**src/hw/rtl/cse_pkg.sv**
```systemverilog
// ----------------------------------------------------------------------------
// cse_pkg: shared types and constants of the cosine similarity engine
// Field widths, step counts, the controller command set and the status word.
// ----------------------------------------------------------------------------
package cse_pkg;

    localparam int ELEM_W = 16;
    localparam int SIM_W  = 17;
    localparam int DOT_W  = 40;
    localparam int NORM_W = 39;
    localparam int IDX_W  = 6;

    localparam int MUL_STEPS  = 40;
    localparam int DIV_STEPS  = 34;
    localparam int SQRT_STEPS = 17;

    localparam logic [SIM_W-1:0] SIM_ONE = 17'h10000;

    typedef enum logic [3:0] {
        CMD_NONE,
        CMD_ACC,
        CMD_LOAD_NN,
        CMD_MUL,
        CMD_LOAD_DD,
        CMD_LOAD_DIV,
        CMD_DIV,
        CMD_SQRT,
        CMD_FINISH
    } cse_op_t;

    typedef struct packed {
        cse_op_t          op;
        logic [IDX_W-1:0] idx;
    } cse_cmd_t;

    typedef struct packed {
        logic zero_norm;
    } cse_status_t;

endpackage

```
**src/hw/rtl/cse_if.sv**
```systemverilog
// ----------------------------------------------------------------------------
// cse_if: stream channels of the cosine similarity engine
// One channel carries element pairs, the other carries results.
// ----------------------------------------------------------------------------
interface cse_pair_if;
    logic                                valid;
    logic                                ready;
    logic signed [cse_pkg::ELEM_W-1:0]   elem_a;
    logic signed [cse_pkg::ELEM_W-1:0]   elem_b;
    logic                                last_elem;

    modport source (output valid, elem_a, elem_b, last_elem, input ready);
    modport sink (input valid, elem_a, elem_b, last_elem, output ready);
endinterface

interface cse_result_if;
    logic                          valid;
    logic                          ready;
    logic [cse_pkg::SIM_W-1:0]     similarity;
    logic                          zero_norm;
    logic                          length_exceeded;

    modport source (output valid, similarity, zero_norm, length_exceeded, input ready);
    modport sink (input valid, similarity, zero_norm, length_exceeded, output ready);
endinterface

```
**src/hw/rtl/cse_dp.sv**
```systemverilog
// ----------------------------------------------------------------------------
// cse_dp: datapath of the cosine similarity engine
// Accumulators, a shift-add multiplier, a restoring divider, a square root
// search and the result register, all driven by controller commands.
// ----------------------------------------------------------------------------
module cse_dp #(
    parameter int MAX_LEN = 256
) (
    input  logic                                clk,
    input  logic                                rst_n,
    input  cse_pkg::cse_cmd_t                   cmd,
    input  logic signed [cse_pkg::ELEM_W-1:0]   elem_a,
    input  logic signed [cse_pkg::ELEM_W-1:0]   elem_b,
    output cse_pkg::cse_status_t                status,
    output logic [cse_pkg::SIM_W-1:0]           similarity,
    output logic                                zero_norm,
    output logic                                length_exceeded
);
    import cse_pkg::*;

    localparam int CNT_W = $clog2(MAX_LEN + 1);
    localparam int PROD_W = 2 * DOT_W;
    localparam int NN_W = 2 * NORM_W;

    logic signed [DOT_W-1:0]  dot_reg, dot_next;
    logic [NORM_W-1:0]        na_reg, na_next;
    logic [NORM_W-1:0]        nb_reg, nb_next;
    logic [CNT_W-1:0]         cnt_reg, cnt_next;
    logic                     ovf_reg, ovf_next;
    logic [PROD_W-1:0]        mc_reg, mc_next;
    logic [DOT_W-1:0]         mp_reg, mp_next;
    logic [PROD_W-1:0]        prod_reg, prod_next;
    logic [NN_W-1:0]          nn_reg, nn_next;
    logic [1:0]               rr_reg, rr_next;
    logic [NN_W-1:0]          rem_reg, rem_next;
    logic [DIV_STEPS-1:0]     q_reg, q_next;
    logic                     big_reg, big_next;
    logic [SIM_W-1:0]         s_reg, s_next;
    logic [SIM_W-1:0]         sim_reg, sim_next;
    logic                     zero_reg, zero_next;
    logic                     len_reg, len_next;

    logic signed [2*ELEM_W-1:0] p_ab;
    logic signed [2*ELEM_W-1:0] p_aa;
    logic signed [2*ELEM_W-1:0] p_bb;
    logic signed [DOT_W:0]      dot_sum;
    logic [NORM_W:0]            na_sum;
    logic [NORM_W:0]            nb_sum;
    logic [DOT_W-1:0]           dot_mag;
    logic [NN_W-1:0]            rr_shift;
    logic                       div_bit;
    logic [NN_W:0]              div_sh;
    logic                       div_geq;
    logic [SIM_W-1:0]           try_s;
    logic [2*SIM_W-1:0]         try_sq;
    logic                       is_zero;

    always_comb
    begin
        p_ab = elem_a * elem_b;
        p_aa = elem_a * elem_a;
        p_bb = elem_b * elem_b;
        dot_sum = {dot_reg[DOT_W-1], dot_reg} + (DOT_W+1)'(p_ab);
        na_sum = {1'b0, na_reg} + (NORM_W+1)'($unsigned(p_aa));
        nb_sum = {1'b0, nb_reg} + (NORM_W+1)'($unsigned(p_bb));
        dot_mag = dot_reg[DOT_W-1] ? (DOT_W)'(-dot_reg) : $unsigned(dot_reg);
        rr_shift = prod_reg[PROD_W-1:2];
        div_bit = (cmd.idx == IDX_W'(DIV_STEPS - 1)) ? rr_reg[1] :
                  (cmd.idx == IDX_W'(DIV_STEPS - 2)) ? rr_reg[0] : 1'b0;
        div_sh = {rem_reg, div_bit};
        div_geq = (div_sh >= {1'b0, nn_reg});
        try_s = s_reg | (SIM_W'(1) << cmd.idx[4:0]);
        try_sq = try_s * try_s;
        is_zero = (na_reg == '0) || (nb_reg == '0);
    end

    always_comb
    begin
        dot_next = dot_reg;
        na_next = na_reg;
        nb_next = nb_reg;
        cnt_next = cnt_reg;
        ovf_next = ovf_reg;
        mc_next = mc_reg;
        mp_next = mp_reg;
        prod_next = prod_reg;
        nn_next = nn_reg;
        rr_next = rr_reg;
        rem_next = rem_reg;
        q_next = q_reg;
        big_next = big_reg;
        s_next = s_reg;
        sim_next = sim_reg;
        zero_next = zero_reg;
        len_next = len_reg;
        unique case (cmd.op)
            CMD_ACC:
            begin
                if (cnt_reg < CNT_W'(MAX_LEN))
                begin
                    if (dot_sum[DOT_W] != dot_sum[DOT_W-1])
                    begin
                        dot_next = dot_sum[DOT_W] ? {1'b1, {(DOT_W-1){1'b0}}}
                                                  : {1'b0, {(DOT_W-1){1'b1}}};
                    end
                    else
                    begin
                        dot_next = dot_sum[DOT_W-1:0];
                    end
                    na_next = na_sum[NORM_W] ? '1 : na_sum[NORM_W-1:0];
                    nb_next = nb_sum[NORM_W] ? '1 : nb_sum[NORM_W-1:0];
                    cnt_next = cnt_reg + CNT_W'(1);
                end
                else
                begin
                    ovf_next = 1'b1;
                end
            end
            CMD_LOAD_NN:
            begin
                mc_next = PROD_W'(na_reg);
                mp_next = DOT_W'(nb_reg);
                prod_next = '0;
            end
            CMD_MUL:
            begin
                if (mp_reg[0])
                begin
                    prod_next = prod_reg + mc_reg;
                end
                mc_next = {mc_reg[PROD_W-2:0], 1'b0};
                mp_next = {1'b0, mp_reg[DOT_W-1:1]};
            end
            CMD_LOAD_DD:
            begin
                nn_next = prod_reg[NN_W-1:0];
                mc_next = PROD_W'(dot_mag);
                mp_next = dot_mag;
                prod_next = '0;
            end
            CMD_LOAD_DIV:
            begin
                rr_next = prod_reg[1:0];
                rem_next = rr_shift;
                big_next = ({2'b00, rr_shift} >= {2'b00, nn_reg}) || (prod_reg[PROD_W-1:PROD_W-2] != 2'b00);
                q_next = '0;
                s_next = '0;
            end
            CMD_DIV:
            begin
                rem_next = div_geq ? NN_W'(div_sh - {1'b0, nn_reg}) : div_sh[NN_W-1:0];
                q_next = {q_reg[DIV_STEPS-2:0], div_geq};
            end
            CMD_SQRT:
            begin
                if (try_sq <= q_reg)
                begin
                    s_next = try_s;
                end
            end
            CMD_FINISH:
            begin
                if (is_zero)
                begin
                    sim_next = '0;
                end
                else if (big_reg || (s_reg > SIM_ONE))
                begin
                    sim_next = SIM_ONE;
                end
                else
                begin
                    sim_next = s_reg;
                end
                zero_next = is_zero;
                len_next = ovf_reg;
                dot_next = '0;
                na_next = '0;
                nb_next = '0;
                cnt_next = '0;
                ovf_next = 1'b0;
            end
            default:
            begin
            end
        endcase
    end

    always_ff @(posedge clk or negedge rst_n)
    begin
        if (!rst_n)
        begin
            dot_reg <= '0;
            na_reg <= '0;
            nb_reg <= '0;
            cnt_reg <= '0;
            ovf_reg <= 1'b0;
        end
        else
        begin
            dot_reg <= dot_next;
            na_reg <= na_next;
            nb_reg <= nb_next;
            cnt_reg <= cnt_next;
            ovf_reg <= ovf_next;
        end
    end

    always_ff @(posedge clk)
    begin
        mc_reg <= mc_next;
        mp_reg <= mp_next;
        prod_reg <= prod_next;
        nn_reg <= nn_next;
        rr_reg <= rr_next;
        rem_reg <= rem_next;
        q_reg <= q_next;
        big_reg <= big_next;
        s_reg <= s_next;
        sim_reg <= sim_next;
        zero_reg <= zero_next;
        len_reg <= len_next;
    end

    assign status.zero_norm = is_zero;
    assign similarity = sim_reg;
    assign zero_norm = zero_reg;
    assign length_exceeded = len_reg;

endmodule

```
**src/hw/rtl/cse_ctrl.sv**
```systemverilog
// ----------------------------------------------------------------------------
// cse_ctrl: controller of the cosine similarity engine
// Sequences accumulation, the final multiplies, divide and square root steps,
// and holds the result valid flag.
// ----------------------------------------------------------------------------
module cse_ctrl (
    input  logic                   clk,
    input  logic                   rst_n,
    input  logic                   in_valid,
    input  logic                   in_last,
    output logic                   in_ready,
    output logic                   out_valid,
    input  logic                   out_ready,
    input  cse_pkg::cse_status_t   status,
    output cse_pkg::cse_cmd_t      cmd
);
    import cse_pkg::*;

    typedef enum logic [3:0] {
        S_ACC,
        S_CHECK,
        S_MUL_NN,
        S_LD_DD,
        S_MUL_DD,
        S_LD_DIV,
        S_DIV,
        S_SQRT,
        S_DONE
    } state_t;

    state_t           state_reg, state_next;
    logic [IDX_W-1:0] idx_reg, idx_next;
    logic             ov_reg, ov_next;
    logic             slot_free;

    assign slot_free = !ov_reg || out_ready;

    always_comb
    begin
        state_next = state_reg;
        idx_next = idx_reg;
        ov_next = ov_reg && !out_ready;
        cmd.op = CMD_NONE;
        cmd.idx = idx_reg;
        unique case (state_reg)
            S_ACC:
            begin
                if (in_valid)
                begin
                    cmd.op = CMD_ACC;
                    if (in_last)
                    begin
                        state_next = S_CHECK;
                    end
                end
            end
            S_CHECK:
            begin
                if (status.zero_norm)
                begin
                    state_next = S_DONE;
                end
                else
                begin
                    cmd.op = CMD_LOAD_NN;
                    idx_next = IDX_W'(MUL_STEPS - 1);
                    state_next = S_MUL_NN;
                end
            end
            S_MUL_NN:
            begin
                cmd.op = CMD_MUL;
                idx_next = idx_reg - IDX_W'(1);
                if (idx_reg == '0)
                begin
                    state_next = S_LD_DD;
                end
            end
            S_LD_DD:
            begin
                cmd.op = CMD_LOAD_DD;
                idx_next = IDX_W'(MUL_STEPS - 1);
                state_next = S_MUL_DD;
            end
            S_MUL_DD:
            begin
                cmd.op = CMD_MUL;
                idx_next = idx_reg - IDX_W'(1);
                if (idx_reg == '0)
                begin
                    state_next = S_LD_DIV;
                end
            end
            S_LD_DIV:
            begin
                cmd.op = CMD_LOAD_DIV;
                idx_next = IDX_W'(DIV_STEPS - 1);
                state_next = S_DIV;
            end
            S_DIV:
            begin
                cmd.op = CMD_DIV;
                idx_next = idx_reg - IDX_W'(1);
                if (idx_reg == '0)
                begin
                    idx_next = IDX_W'(SQRT_STEPS - 1);
                    state_next = S_SQRT;
                end
            end
            S_SQRT:
            begin
                cmd.op = CMD_SQRT;
                idx_next = idx_reg - IDX_W'(1);
                if (idx_reg == '0)
                begin
                    state_next = S_DONE;
                end
            end
            S_DONE:
            begin
                if (slot_free)
                begin
                    cmd.op = CMD_FINISH;
                    ov_next = 1'b1;
                    state_next = S_ACC;
                end
            end
            default:
            begin
                state_next = S_ACC;
            end
        endcase
    end

    always_ff @(posedge clk or negedge rst_n)
    begin
        if (!rst_n)
        begin
            state_reg <= S_ACC;
            idx_reg <= '0;
            ov_reg <= 1'b0;
        end
        else
        begin
            state_reg <= state_next;
            idx_reg <= idx_next;
            ov_reg <= ov_next;
        end
    end

    assign in_ready = (state_reg == S_ACC);
    assign out_valid = ov_reg;

endmodule

```
**src/hw/rtl/cosine_similarity_engine.sv**
```systemverilog
// ----------------------------------------------------------------------------
// cosine_similarity_engine: streaming absolute cosine similarity
// Accumulates dot product and norms over element pairs and reports
// |dot| / sqrt(normA * normB) as unsigned Q1.16 after the last pair.
// ----------------------------------------------------------------------------
// A pair word is taken whenever one is offered while the block is accumulating.
// After the word marked last, two 40-step shift-add multiplications, a 34-step
// restoring division and a 17-step square root search run on one shared
// datapath, and no pair is taken until the result is in the output register.
// A zero norm skips that work and goes straight from the norm check to the
// final step. The output register lets the next vector stream in while the
// previous result waits to be taken; if that result is still waiting when
// the next one is ready, the final step waits until it is read.
module cosine_similarity_engine #(
    parameter int MAX_LEN = 256
) (
    input  logic                  clk,
    input  logic                  rst_n,
    cse_pair_if.sink              pairs,
    cse_result_if.source          result
);
    import cse_pkg::*;

    cse_cmd_t    cmd;
    cse_status_t status;

    cse_ctrl u_ctrl (
        .clk       (clk),
        .rst_n     (rst_n),
        .in_valid  (pairs.valid),
        .in_last   (pairs.last_elem),
        .in_ready  (pairs.ready),
        .out_valid (result.valid),
        .out_ready (result.ready),
        .status    (status),
        .cmd       (cmd)
    );

    cse_dp #(
        .MAX_LEN (MAX_LEN)
    ) u_dp (
        .clk             (clk),
        .rst_n           (rst_n),
        .cmd             (cmd),
        .elem_a          (pairs.elem_a),
        .elem_b          (pairs.elem_b),
        .status          (status),
        .similarity      (result.similarity),
        .zero_norm       (result.zero_norm),
        .length_exceeded (result.length_exceeded)
    );

endmodule
```
**src/flat_wrapper.sv**
```systemverilog
// flat-port wrapper written by rule: the top's interface ports become plain ports
module cosine_similarity_engine_flat import cse_pkg::*;
#(
    parameter int MAX_LEN = 256
)
  (clk, rst_n, pairs_valid, pairs_elem_a, pairs_elem_b, pairs_last_elem, pairs_ready, result_valid, result_similarity, result_zero_norm, result_length_exceeded, result_ready);
  cse_pair_if pairs_i ();
  cse_result_if result_i ();
  input  logic clk;
  input  logic rst_n;
  input wire logic [$bits(pairs_i.valid)-1:0] pairs_valid;
  input wire logic [$bits(pairs_i.elem_a)-1:0] pairs_elem_a;
  input wire logic [$bits(pairs_i.elem_b)-1:0] pairs_elem_b;
  input wire logic [$bits(pairs_i.last_elem)-1:0] pairs_last_elem;
  output wire logic [$bits(pairs_i.ready)-1:0] pairs_ready;
  output wire logic [$bits(result_i.valid)-1:0] result_valid;
  output wire logic [$bits(result_i.similarity)-1:0] result_similarity;
  output wire logic [$bits(result_i.zero_norm)-1:0] result_zero_norm;
  output wire logic [$bits(result_i.length_exceeded)-1:0] result_length_exceeded;
  input wire logic [$bits(result_i.ready)-1:0] result_ready;
  assign pairs_i.valid = pairs_valid;
  assign pairs_i.elem_a = pairs_elem_a;
  assign pairs_i.elem_b = pairs_elem_b;
  assign pairs_i.last_elem = pairs_last_elem;
  assign pairs_ready = pairs_i.ready;
  assign result_valid = result_i.valid;
  assign result_similarity = result_i.similarity;
  assign result_zero_norm = result_i.zero_norm;
  assign result_length_exceeded = result_i.length_exceeded;
  assign result_i.ready = result_ready;
  cosine_similarity_engine #(.MAX_LEN(MAX_LEN)) u_core (.clk(clk), .rst_n(rst_n), .pairs(pairs_i), .result(result_i));
endmodule
```
**config.mk**
```make
export PLATFORM = sky130hd
export DESIGN_NAME = cosine_similarity_engine_flat
export DESIGN_NICKNAME = d
export VERILOG_FILES = /design/src/hw/rtl/cse_pkg.sv /design/src/hw/rtl/cse_if.sv /design/src/hw/rtl/cse_dp.sv /design/src/hw/rtl/cse_ctrl.sv /design/src/hw/rtl/cosine_similarity_engine.sv /design/src/flat_wrapper.sv
export SDC_FILE = /design/constraint.sdc
export NUM_CORES = 2
export LEC_CHECK = 0
export CORE_MARGIN = 2
export CORE_UTILIZATION = 40
export DETAILED_ROUTE_END_ITERATION = 8
export DONT_BUFFER_PORTS = 1
export PLACE_DENSITY = 0.52
export SETUP_SLACK_MARGIN = 0.02
export SLEW_MARGIN = 10
export SYNTH_ARGS = -nofsm -noshare
export SYNTH_HDL_FRONTEND = slang
export SYNTH_HIERARCHICAL = 1
export SYNTH_SLANG_ARGS = --single-unit
```
**constraint.sdc**
```tcl
create_clock -name clk -period 11.95 [get_ports clk]
set_input_delay 2.39 -clock clk [delete_from_list [all_inputs] [get_ports clk]]
set_output_delay 2.39 -clock clk [all_outputs]
set_load 0.05 [all_outputs]
```
==> summary.txt <==
Layout
  • Layout cells sized above 1: 0.0314
  • Final net count: about 9900
  • Core Util, Final: 0.429
  • Area grow syn2layout: 6.41%
  • Non-Filler Instances: between 10000 and 15000

Synth
  • Compound-cell area share of the yosys netlist: 0.127
  • Synth Area per Inst: 9.26 sq um
  • Post-Synth XOR/XNOR Area: 0.0451
  • Cell area after synthesis: around 77000 sq um
  • Post-synthesis adder-cell area fraction: 0.382
  • Cell count after synthesis: between 8000 and 9000
  • Largest family of logic cells by synthesized area: adder cells
  • FF+latch count, synth: 568
  • Synth cell types: 93
  • Async SR Flop Fraction: 0.245
  • Post-synthesis mux area share: 0.00841
  • Seq/Total Area, Yosys: 0.214
  • Syn nets: between 10000 and 15000
  • Simple-gate share of the synthesized area: 0.141
  • EDFF count, synth: 429
  • Ys flop type: edfxtp_1
  • Synth warn: 6

STA
  • Tcrit/Tclk final: 0.878
  • Final setup fails: 0
  • Slew HR: 0.206
  • Final Hold Viols: 0
  • Tightest Pin Transition: ~1200 ps
  • Setup TNS: 0 ps
  • Worst Skew: roughly 48 ps
  • RSZ-0062 raised after global routing: false
  • Final WS setup: approximately 1500 ps
  • Pins over their slew limit: 0
  • Min Tclk post-route: between 10000 and 15000 ps
  • Highest Clock Rate: 0.0954 GHz

Placed design
  • Detail Placement HPWL: around 170000 um
  • GPL Wtd Cong: a little under 0.9
  • IO Port Bufs: 0
  • DP Worst Slack: 808 ps
  • Placed Instances: approximately 11000

CTS
  • Cts bufs inserted: around 70
  • H-Tree Depth: 3
  • CTS tree: yes
  • Clock transition at path regs: 60 ps
  • CTS resizes: 0
  • Hold-fix buffers at CTS: 0
  • Clk_lat worst skew: just under 700 ps
  • TritonCTS Sinks: between 500 and 600
  • Root buffer cell: clkbuf_16
  • Longest Clk Path Bufs: 3
  • # Post-CTS Setup Buffers: 0

Floorplan
  • Starting Density: 0.403
  • Die outline area: between 150000 and 200000 sq um
  • Die Wd: around 440 um
  • # rows: between 150 and 200
  • Total core area: approximately 190000 sq um
  • Height of the die: 442 um
  • I/O Pins: just under 60

Setup path
  • Setup CP Type: in2reg
  • Top cell by count, worst path: fa_1
  • CP Capture Type: flip-flop
  • Worst R2R Start: u_core/u_ctrl/idx_reg[2]$_DFFE_PN0P_
  • Crit Path Max Fanout: 28
  • R2R cell count: 32
  • Crit Reg-Reg Endpoint: u_core/u_dp/s_reg[14]$_SDFFCE_PP0P_
  • Crit start category: input pin
  • Slowest cell delay on critical path: approximately 670 ps
  • Worst EP required: approximately 12000 ps
  • Crit path to: u_core/u_dp/na_reg[32]$_DFFE_PN0P_
  • CP max stage cell: a221oi_1
  • R2R setup slack: ~1600 ps
  • Crit path from: pairs_elem_a[4]
  • Data arrival, critical path: between 10000 and 15000 ps

Detailed routing
  • Vias per cell: 5.38
  • DRT iter0 DRCs: around 3600
  • Drt first pass iters: 5
  • Vias: around 57000
  • Number of remaining DRC errors: 0
  • Total wire length: around 220000 um
  • DRT antenna net count: 0
  • Routed wire length per instance: around 20 um

Global routing
  • Global-route wire length before repair: ~340000 um
  • Initial antenna violation count: 2
  • Largest net degree at the start of global routing: 140
  • Total GRT Usage: 0.222
  • Overflow after GRT: 0
  • Vias in the first global route: just under 60000

Outcome
  • Outcome: finished, final reports clean

Flow run
  • Max-Cap Viols: 0

Min path
  • Hold crit path type: reg2reg
## final cells by class
class / instances / area (sq um)
clock buffers: 87 / 1900
diodes: 3 / 7.51
repair buffers: 56 / 420
inverters: 1358 / 5100
multi-input cells: 6031 / 54000
clock inverters: 44 / 588
well taps: 2511 / 3140
flip-flops and latches: 568 / 16400
fillers: 18710 / 109000
## cell usage in the layout, fill, tap and decap left out, types with 139 or more instances in the layout
cell,netlist,final
xnor2_1,273,273
nor2_1,496,494
fa_1,1005,1004
edfxtp_1,429,429
dfrtp_1,139,139
and2_1,221,220
o21ai_0,311,311
nand2_1,874,870
nand3_1,242,241
a21o_1,255,255
ha_1,729,729
inv_1,1342,1340
a21oi_1,481,480
## logic make-up (layout without fill, tap and decap cells)
logic type / after synthesis / in the layout
AO/OA/AOI/OAI: 1533 / 1533
XOR/XNOR: 394 / 394
adder cells (fa/ha/maj): 1735 / 1735
buffers and inverters: 1675 / 1545
flip-flops: 568 / 568
multiplexers: 64 / 64
other: 0 / 3
AND/OR/NAND/NOR: 2305 / 2305
## Yosys cell counts, types with 15 or more instances
cell type | instances | area (sq um)
a211oi_1 | 41 | 308
a21o_1 | 255 | 1910
a21oi_1 | 481 | 2410
a221o_1 | 37 | 370
a221oi_1 | 17 | 149
a31o_2 | 15 | 131
a31oi_1 | 72 | 450
and2_1 | 221 | 1380
and3_1 | 54 | 338
clkbuf_1 | 294 | 1100
dfrtp_1 | 139 | 3480
edfxtp_1 | 429 | 12900
fa_1 | 1005 | 20100
ha_1 | 729 | 9120
inv_1 | 1342 | 5040
mux2i_1 | 61 | 611
nand2_1 | 874 | 3280
nand2b_1 | 64 | 400
nand3_1 | 242 | 1210
nand4_1 | 99 | 619
nor2_1 | 496 | 1860
nor2b_1 | 44 | 275
nor3_1 | 52 | 260
nor3b_1 | 18 | 135
nor4_1 | 39 | 244
o211ai_1 | 26 | 195
o21a_1 | 51 | 383
o21ai_0 | 311 | 1560
o21bai_1 | 66 | 495
o31ai_1 | 25 | 188
or2_2 | 19 | 119
or3_1 | 31 | 194
xnor2_1 | 273 | 2390
xor2_1 | 121 | 1060
## worst max-delay path: cells and delay by family
| kind | cells | cell delay [ps] |
|---|---|---|
| fa+ha+maj | 8 | 3530 |
| compound gates | 15 | 3190 |
| simple gates | 4 | 1140 |
| buf+inv | 5 | 560 |
| xor+xnor | 1 | 160 |
## stage by stage
stage / area, sq um / hold slack, ps
floorplan: 76600 / 447
global placement: 79000 / 496
detailed placement: 79000 / 493
CTS: 81500 / 476
global route: 81500 / 518
finish: 81500 / 483
## routing by layer
| metal | global-route usage | share of wire | wire length (um) |
|---|---|---|---|
| met1 | 0.305 | 0.45 | 97400 |
| met5 | 0 | 0 | 0 |
| met4 | 0.0606 | 0.027 | 5860 |
| met2 | 0.370 | 0.48 | 102000 |
| met3 | 0.0243 | 0.045 | 9720 |
## worst min path at each step
stage | slack (ps) | startpoint | depth (start not counted) | endpoint
final | 480 | u_core/u_dp/prod_reg[0]$_SDFFCE_PP0P_ | 0 | u_core/u_dp/nn_reg[0]$_DFFE_PP_
after global placement | 500 | u_core/u_dp/prod_reg[0]$_SDFFCE_PP0P_ | 0 | u_core/u_dp/nn_reg[0]$_DFFE_PP_
after CTS | 480 | u_core/u_dp/prod_reg[0]$_SDFFCE_PP0P_ | 0 | u_core/u_dp/nn_reg[0]$_DFFE_PP_
after global routing | 520 | u_core/u_dp/prod_reg[2]$_SDFFCE_PP0P_ | 0 | u_core/u_dp/nn_reg[2]$_DFFE_PP_
after floorplan | 450 | u_core/u_dp/ovf_reg$_DFFE_PN0P_ | 0 | u_core/u_dp/length_exceeded$_DFFE_PP_
after detailed placement | 490 | u_core/u_dp/prod_reg[0]$_SDFFCE_PP0P_ | 0 | u_core/u_dp/rr_reg[0]$_DFFE_PP_
Power is left out: the tool's default activity adds up to more than one toggle a clock period on the data nets, which glitch-free logic cannot reach.
